<file path="config.mk">
export PLATFORM = sky130hd
export DESIGN_NAME = text_field_utf8_validator_core
export DESIGN_NICKNAME = d
export VERILOG_FILES = /design/src/tfuv_pkg.sv /design/src/tfuv_cfg_regs.sv /design/src/tfuv_field_check.sv /design/src/tfuv_out_stage.sv /design/src/text_field_utf8_validator_core.sv
export SDC_FILE = /design/constraint.sdc
export NUM_CORES = 1
export LEC_CHECK = 0
export ABC_AREA = 1
export BUFFER_PORTS_ARGS = -buffer_cell sky130_fd_sc_hd__clkbuf_2
export CAP_MARGIN = 20
export CORE_ASPECT_RATIO = 2
export CORE_MARGIN = 2
export CORE_UTILIZATION = 51
export DETAILED_ROUTE_END_ITERATION = 8
export PLACE_DENSITY_LB_ADDON = 0.25
export SYNTH_ARGS = -nofsm -noshare
export SYNTH_HDL_FRONTEND = slang
export SYNTH_SLANG_ARGS = --single-unit
</file>
<file path="constraint.sdc">
create_clock -name i_clk -period 1.5 [get_ports i_clk]
set_input_delay 0.225 -clock i_clk [delete_from_list [all_inputs] [get_ports i_clk]]
set_output_delay 0.225 -clock i_clk [all_outputs]
set_load 0.03 [all_outputs]
</file>
<file path="src/tfuv_pkg.sv">
// Package: shared item types, register codes and defaults for the text field validator.
package tfuv_pkg;

    // Counter width default for the field byte count
    localparam int LENGTH_BITS_DEFAULT = 16;

    // Configuration port geometry
    localparam int CFG_DATA_W  = 16;
    localparam int CFG_INDEX_W = 1;

    // Configuration register indexes
    localparam logic [CFG_INDEX_W-1:0] CFG_CHECK_ENABLE = 1'd0;
    localparam logic [CFG_INDEX_W-1:0] CFG_MAX_LENGTH   = 1'd1;

    // Configuration reset values
    localparam logic        CHECK_ENABLE_RESET = 1'b1;
    localparam logic [15:0] MAX_LENGTH_RESET   = 16'd1024;

    // Reject reason codes
    localparam logic [1:0] REASON_OK       = 2'd0;
    localparam logic [1:0] REASON_TOO_LONG = 2'd1;
    localparam logic [1:0] REASON_BAD_UTF8 = 2'd2;
    localparam logic [1:0] REASON_CONTROL  = 2'd3;

    // One input item: a field byte or the end marker
    typedef struct packed {
        logic [7:0] data_byte;
        logic       end_of_field;
    } t_in_item;

    // One result item: the verdict for a completed field
    typedef struct packed {
        logic       field_ok;
        logic [1:0] reject_reason;
    } t_out_item;

    // Live configuration seen by the checker
    typedef struct packed {
        logic        check_enable;
        logic [15:0] max_length;
    } t_cfg;

endpackage

</file>
<file path="src/tfuv_cfg_regs.sv">
// Configuration registers: check enable and maximum field length.
module tfuv_cfg_regs
    import tfuv_pkg::*;
(
    input  logic                   i_clk,
    input  logic                   i_rst_n,
    input  logic                   i_cfg_we,
    input  logic [CFG_INDEX_W-1:0] i_cfg_index,
    input  logic [CFG_DATA_W-1:0]  i_cfg_data,
    output t_cfg                   o_cfg
);

    t_cfg r_cfg;
    t_cfg n_cfg;

    // Decode the write into the addressed register
    always_comb begin
        n_cfg = r_cfg;
        if (i_cfg_we) begin
            case (i_cfg_index)
                CFG_CHECK_ENABLE: n_cfg.check_enable = i_cfg_data[0];
                CFG_MAX_LENGTH:   n_cfg.max_length   = i_cfg_data[15:0];
                default:          n_cfg              = r_cfg;
            endcase
        end
    end

    always_ff @(posedge i_clk) begin
        if (!i_rst_n) begin
            r_cfg.check_enable <= CHECK_ENABLE_RESET;
            r_cfg.max_length   <= MAX_LENGTH_RESET;
        end else begin
            r_cfg <= n_cfg;
        end
    end

    assign o_cfg = r_cfg;

endmodule

</file>
<file path="src/tfuv_field_check.sv">
// Per-field state: length count, UTF-8 sequence tracking, control byte flag and verdict.
module tfuv_field_check
    import tfuv_pkg::*;
#(
    parameter int LENGTH_BITS = LENGTH_BITS_DEFAULT
) (
    input  logic      i_clk,
    input  logic      i_rst_n,
    input  logic      i_take,
    input  t_in_item  i_item,
    input  t_cfg      i_cfg,
    output logic      o_res_valid,
    output t_out_item o_res_item
);

    localparam int CMP_W = (LENGTH_BITS > 16) ? LENGTH_BITS : 16;

    localparam logic [1:0] CONT_TAG  = 2'b10;
    localparam logic [2:0] LEAD2_TAG = 3'b110;
    localparam logic [3:0] LEAD3_TAG = 4'b1110;
    localparam logic [4:0] LEAD4_TAG = 5'b11110;
    localparam logic [7:0] CTRL_LIMIT = 8'h20;
    localparam logic [7:0] CHAR_TAB   = 8'h09;
    localparam logic [7:0] CHAR_LF    = 8'h0A;
    localparam logic [7:0] CHAR_CR    = 8'h0D;

    logic [LENGTH_BITS-1:0] r_byte_count, n_byte_count;
    logic [1:0]             r_pending, n_pending;
    logic                   r_too_long, n_too_long;
    logic                   r_bad_enc, n_bad_enc;
    logic                   r_ctrl, n_ctrl;

    logic             cnt_sat;
    logic [CMP_W-1:0] cnt_ext;
    logic [CMP_W-1:0] max_ext;
    logic [7:0]       b;
    logic [1:0]       reason;

    assign b       = i_item.data_byte;
    assign cnt_sat = (r_byte_count == {LENGTH_BITS{1'b1}});
    assign cnt_ext = CMP_W'(r_byte_count);
    assign max_ext = CMP_W'(i_cfg.max_length);

    // Advance the field state on a byte, clear it on the end marker
    always_comb begin
        n_byte_count = r_byte_count;
        n_pending    = r_pending;
        n_too_long   = r_too_long;
        n_bad_enc    = r_bad_enc;
        n_ctrl       = r_ctrl;
        if (i_take) begin
            if (i_item.end_of_field) begin
                n_byte_count = '0;
                n_pending    = '0;
                n_too_long   = 1'b0;
                n_bad_enc    = 1'b0;
                n_ctrl       = 1'b0;
            end else begin
                // length
                if (cnt_ext >= max_ext || cnt_sat) begin
                    n_too_long = 1'b1;
                end
                if (!cnt_sat) begin
                    n_byte_count = r_byte_count + LENGTH_BITS'(1);
                end
                // structure
                if (r_pending != 2'd0) begin
                    if (b[7:6] == CONT_TAG) begin
                        n_pending = r_pending - 2'd1;
                    end else begin
                        n_bad_enc = 1'b1;
                        n_pending = 2'd0;
                    end
                end else if (!b[7]) begin
                    n_pending = 2'd0;
                end else if (b[7:5] == LEAD2_TAG) begin
                    n_pending = 2'd1;
                end else if (b[7:4] == LEAD3_TAG) begin
                    n_pending = 2'd2;
                end else if (b[7:3] == LEAD4_TAG) begin
                    n_pending = 2'd3;
                end else begin
                    n_bad_enc = 1'b1;
                end
                // control bytes other than tab, LF and CR
                if (b < CTRL_LIMIT && b != CHAR_TAB && b != CHAR_LF && b != CHAR_CR) begin
                    n_ctrl = 1'b1;
                end
            end
        end
    end

    always_ff @(posedge i_clk) begin
        if (!i_rst_n) begin
            r_byte_count <= '0;
            r_pending    <= '0;
            r_too_long   <= 1'b0;
            r_bad_enc    <= 1'b0;
            r_ctrl       <= 1'b0;
        end else begin
            r_byte_count <= n_byte_count;
            r_pending    <= n_pending;
            r_too_long   <= n_too_long;
            r_bad_enc    <= n_bad_enc;
            r_ctrl       <= n_ctrl;
        end
    end

    // Pick the first failing reason in priority order
    always_comb begin
        reason = REASON_OK;
        if (i_cfg.check_enable) begin
            if (r_too_long) begin
                reason = REASON_TOO_LONG;
            end else if (r_bad_enc || r_pending != 2'd0) begin
                reason = REASON_BAD_UTF8;
            end else if (r_ctrl) begin
                reason = REASON_CONTROL;
            end
        end
    end

    assign o_res_valid              = i_take && i_item.end_of_field;
    assign o_res_item.field_ok      = (reason == REASON_OK);
    assign o_res_item.reject_reason = reason;

    // End marker leaves a clean state for the next field
    a_clear_on_end: assert property (@(posedge i_clk) disable iff (!i_rst_n)
        i_take && i_item.end_of_field |=>
            r_byte_count == '0 && r_pending == 2'd0 && !r_too_long && !r_bad_enc && !r_ctrl)
        else $error("field state not cleared after end marker");

    // A byte taken at the saturated count marks the field too long
    a_sat_too_long: assert property (@(posedge i_clk) disable iff (!i_rst_n)
        i_take && !i_item.end_of_field && cnt_sat |=> r_too_long && cnt_sat)
        else $error("saturated count did not flag too long");

    // A byte never leaves the count unchanged unless it is saturated
    a_count_step: assert property (@(posedge i_clk) disable iff (!i_rst_n)
        i_take && !i_item.end_of_field && !cnt_sat |=>
            r_byte_count == $past(r_byte_count) + LENGTH_BITS'(1))
        else $error("byte count did not advance");

endmodule

</file>
<file path="src/tfuv_out_stage.sv">
// Result register between the checker and the output channel.
module tfuv_out_stage
    import tfuv_pkg::*;
(
    input  logic      i_clk,
    input  logic      i_rst_n,
    input  logic      i_res_valid,
    input  t_out_item i_res_item,
    input  logic      i_out_stall,
    output logic      o_full_stall,
    output logic      o_out_valid,
    output t_out_item o_out_item
);

    logic      r_valid, n_valid;
    t_out_item r_item, n_item;

    // Hold upstream only while a result waits on a stalled consumer
    assign o_full_stall = r_valid && i_out_stall;

    // Load a new verdict, drop a delivered one, hold otherwise
    always_comb begin
        n_valid = r_valid;
        n_item  = r_item;
        if (i_res_valid) begin
            n_valid = 1'b1;
            n_item  = i_res_item;
        end else if (!i_out_stall) begin
            n_valid = 1'b0;
        end
    end

    always_ff @(posedge i_clk) begin
        if (!i_rst_n) begin
            r_valid <= 1'b0;
        end else begin
            r_valid <= n_valid;
        end
    end

    always_ff @(posedge i_clk) begin
        r_item <= n_item;
    end

    assign o_out_valid = r_valid;
    assign o_out_item  = r_item;

    // A verdict never overwrites one that is still waiting
    a_no_overwrite: assert property (@(posedge i_clk) disable iff (!i_rst_n)
        r_valid && i_out_stall |-> !i_res_valid)
        else $error("result overwritten while stalled");

    // field_ok agrees with the reason code
    a_ok_matches: assert property (@(posedge i_clk) disable iff (!i_rst_n)
        r_valid |-> (r_item.field_ok == (r_item.reject_reason == REASON_OK)))
        else $error("field_ok disagrees with reject_reason");

endmodule

</file>
<file path="src/text_field_utf8_validator_core.sv">
// Top level of the text field validator: config registers, field checker, result register.
//
// Checks text fields streamed one byte per item and closed by an end marker item.
// Each byte updates the length count, the UTF-8 sequence tracker and the control byte
// flag, and an end marker produces its verdict in the result register in the cycle
// after it is accepted, clearing the field state at the same edge. Items may arrive
// in every cycle; the input stalls only while a verdict sits in the result register
// and the consumer stalls it. Data bytes produce no result. The verdict gives the
// first failing reason: too long, bad UTF-8 (including a sequence cut short by the
// end marker), then a control byte other than tab, LF or CR. With check_enable at 0
// every field passes. Write the configuration only while no field is in progress and
// no verdict is pending.
module text_field_utf8_validator_core
    import tfuv_pkg::*;
#(
    parameter int LENGTH_BITS = LENGTH_BITS_DEFAULT
) (
    input  logic                   i_clk,
    input  logic                   i_rst_n,
    input  logic                   i_in_valid,
    output logic                   o_in_stall,
    input  t_in_item               i_in_item,
    output logic                   o_out_valid,
    input  logic                   i_out_stall,
    output t_out_item              o_out_item,
    input  logic                   i_cfg_we,
    input  logic [CFG_INDEX_W-1:0] i_cfg_index,
    input  logic [CFG_DATA_W-1:0]  i_cfg_data
);

    t_cfg      cfg;
    logic      take;
    logic      res_valid;
    t_out_item res_item;

    assign take = i_in_valid && !o_in_stall;

    tfuv_cfg_regs u_cfg (
        .i_clk       (i_clk),
        .i_rst_n     (i_rst_n),
        .i_cfg_we    (i_cfg_we),
        .i_cfg_index (i_cfg_index),
        .i_cfg_data  (i_cfg_data),
        .o_cfg       (cfg)
    );

    tfuv_field_check #(
        .LENGTH_BITS (LENGTH_BITS)
    ) u_check (
        .i_clk       (i_clk),
        .i_rst_n     (i_rst_n),
        .i_take      (take),
        .i_item      (i_in_item),
        .i_cfg       (cfg),
        .o_res_valid (res_valid),
        .o_res_item  (res_item)
    );

    tfuv_out_stage u_out (
        .i_clk        (i_clk),
        .i_rst_n      (i_rst_n),
        .i_res_valid  (res_valid),
        .i_res_item   (res_item),
        .i_out_stall  (i_out_stall),
        .o_full_stall (o_in_stall),
        .o_out_valid  (o_out_valid),
        .o_out_item   (o_out_item)
    );

endmodule
</file>
==> metrics <==
mean area per synthesized cell 7.01 sq um; RSZ-0062 raised after global routing true; clock latency on the worst-skew pair 0.29 ns; DPL Wire Length 4370 um; clock buffers created by TritonCTS 5; Synth Net Count 384; endpoint class of the critical path flop; routed via count divided by cell count 5.29; Clock Path Buffers 2; number of enable-type register cells in the synthesized netlist 3; Setup WS pre-CTS -0.0944 ns; share of flip-flops with an asynchronous set or reset 0%; layout net count 448; GRT Overall Usage 23.4%; area of the placeable core 4510 sq um; status finished with violations; Pre-antenna DRT Iters 4; worst slew slack as a fraction of its limit 78.1%; shortest period the worst path allows 1.51 ns; count of antenna-violating nets left after detailed routing 0; sequential area share after synthesis 37.1%; via total after detailed routing 2407; Mapped Cells 335; share of final-layout standard cells stronger than drive strength 1 31.5%; Data arrival, critical path 1.70 ns; cell area after placement 2740 sq um; final routed wire length divided by cell count 13.3 um; final count of negative-setup-slack endpoints 1; area added between synthesis and finish 32.7%; I/O pins 36; count of warnings emitted by yosys 0; total number of placement rows 35; Final Wtd Congestion 0.975; antenna violations before repair 0; Synth cell types 34; final critical-path setup slack -0.0125 ns; starting utilization of the core area 52.0%; total count of max-transition violations in the final report 0; power density cells 797 nW/um^2; leading cell type in the layout, fill and taps excluded sky130_fd_sc_hd__nand2_1; critical path data required time 1.69 ns; final routed wirelength across all metal layers 6040 um; Final Total Pwr 2.48 mW; pin count of the biggest net entering global routing 23; static leakage 1.40 nW; Die X 52.0 um; clock edge transition at the registers on the reported setup and hold paths 0.08 ns; nature of the critical path startpoint flop; design area 3110 sq um; Ant. Diodes 0; residual overflow from global routing 0; port bufs 35; vertical die dimension 99.9 um; total DRC errors in the routed layout 0; post-route clock period utilization 101%; maximum capacitance violations 0; most used cells in the layout excluding fill and tap cells sky130_fd_sc_hd__nand2_1, sky130_fd_sc_hd__inv_1, sky130_fd_sc_hd__clkbuf_2, sky130_fd_sc_hd__nor2_1, sky130_fd_sc_hd__a21oi_1; flip-flop cell with the highest count after synthesis sky130_fd_sc_hd__dfxtp_1; worst-margin pin slew 0.328 ns; highest fanout seen on the critical path 7; depth of the CTS H-tree 2; violations in the final reports setup timing; clk_skew 0.00813 ns; CTS tree built; class of the most critical setup path reg -> reg; wire length of the first global-routing pass 9370 um; final-report hold violation count 0; iteration-0 DRC count of the detailed router 78; Cell Area, Synth 2350 sq um; Clock Sink Count 42; worst-case vdd ir drop 800 uV; class of the tightest hold or removal check in -> reg; achievable clock frequency 661 MHz; cts-stage hold buffer count 0; root buf cell sky130_fd_sc_hd__clkbuf_8; flop and latch count out of synthesis 42; Total Die Area 5190 sq um; final sum of negative setup slack -0.0125 ns; FILL cells 364; number of global-route vias before repair 2236
[routing by layer]
| metal | part of all wire [%] | track usage (%) | vias to the layer above |
|---|---|---|---|
| met4 | 3.2 | 11.5 | 0 |
| met1 | 40 | 27.2 | 1091 |
| li1 | - | - | 1221 |
| met5 | 0 | 0 | - |
| met3 | 4.9 | 4.76 | 17 |
| met2 | 51 | 39.6 | 78 |
[worst max-delay path, cell delays in order (launching register included)]
cell and delay, ns:
sky130_fd_sc_hd__dfxtp_2 0.37, sky130_fd_sc_hd__ha_4 0.16, sky130_fd_sc_hd__nand2_4 0.05, sky130_fd_sc_hd__nor2_4 0.11
sky130_fd_sc_hd__nand2_2 0.09, sky130_fd_sc_hd__nor2_4 0.11, sky130_fd_sc_hd__nand2_4 0.09, sky130_fd_sc_hd__nand2_8 0.13
sky130_fd_sc_hd__buf_6 0.15, sky130_fd_sc_hd__nor2_4 0.04, sky130_fd_sc_hd__nor2_2 0.08, sky130_fd_sc_hd__nor2_1 0.04
[kinds of logic (layout without fill, tap and decap cells)]
family | Yosys count | in the layout | share of synthesized area [%]
simple gates | 143 | 143 | 26.4
compound gates | 73 | 73 | 16.8
buf+inv | 59 | 124 | 10.1
flops | 42 | 42 | 37.1
fa+ha+maj | 18 | 18 | 9.60
[repair_timing]
action                     CTS  global route
cloned                       0             1
setup endpoints to repair   15            18
pin swaps                    4            16
gates resized for setup     14            58
buffers inserted             1             4
[synthesized netlist by cell type, drive strengths merged, types with 3 or more instances]
master | instances | share of area, %
edfxtp | 3 | 3.8
clkbuf | 4 | 0.64
o21ai | 30 | 6.4
inv | 51 | 8.2
nor2 | 45 | 7.8
nand3b | 4 | 1.3
nand4 | 4 | 1.1
a21oi | 34 | 7.4
ha | 18 | 9.6
nand3 | 14 | 3.0
buf | 3 | 1.1
dfxtp | 39 | 33
nand2 | 70 | 12
[flip-flops by register name, summed over array words and instances (netlist names)]
register	flops
u_cfg.o_cfg	17
u_check.cnt_ext	16
u_check.r_bad_enc	1
u_check.r_ctrl	1
u_check.r_pending	2
u_check.r_too_long	1
u_out.o_out_item	3
u_out.o_out_valid	1
[per-stage QoR]
step                      cells  util (%)  hold slack, ns
final                       455      69.0           0.157
after global routing        455      69.0           0.161
after CTS                   450      64.0           0.155
after detailed placement    441      60.6           0.453
after global placement      441      60.6           0.445
after floorplan             335         -           0.351
[path summary, 6_finish.rpt]
kind / startpoint / endpoint / slack [ns] / cells past startpoint
worst max-delay path: u_check.cnt_ext[0] / u_check.cnt_ext[15] / -0.01 / 11
worst min-delay path: i_cfg_data[10] / u_cfg.o_cfg[10] / 0.16 / 3
worst max register to register: u_check.cnt_ext[0] / u_check.cnt_ext[15] / -0.01 / 11
worst min register to register: u_cfg.o_cfg[15] / u_cfg.o_cfg[15] / 0.46 / 2
[where the power goes]
group / switching [mW] / internal (mW) / leakage [nW]
sequential: 0.0187 / 1.18 / 0.353
combinational: 0.244 / 0.170 / 0.998
clock: 0.373 / 0.498 / 0.0524
[area by class of cell]
class | instances | area [sq um] | share of cell area, %
well taps | 55 | 68.8 | 2.21
clock inverters | 1 | 30.0 | 0.964
inverters | 52 | 209 | 6.71
flip-flops and latches | 42 | 886 | 28.4
clock buffers | 7 | 76.3 | 2.45
repair inverters | 1 | 6.26 | 0.201
repair buffers | 63 | 413 | 13.3
multi-input cells | 234 | 1430 | 45.8
No activity file was read; power rests on OpenSTA's default activity.
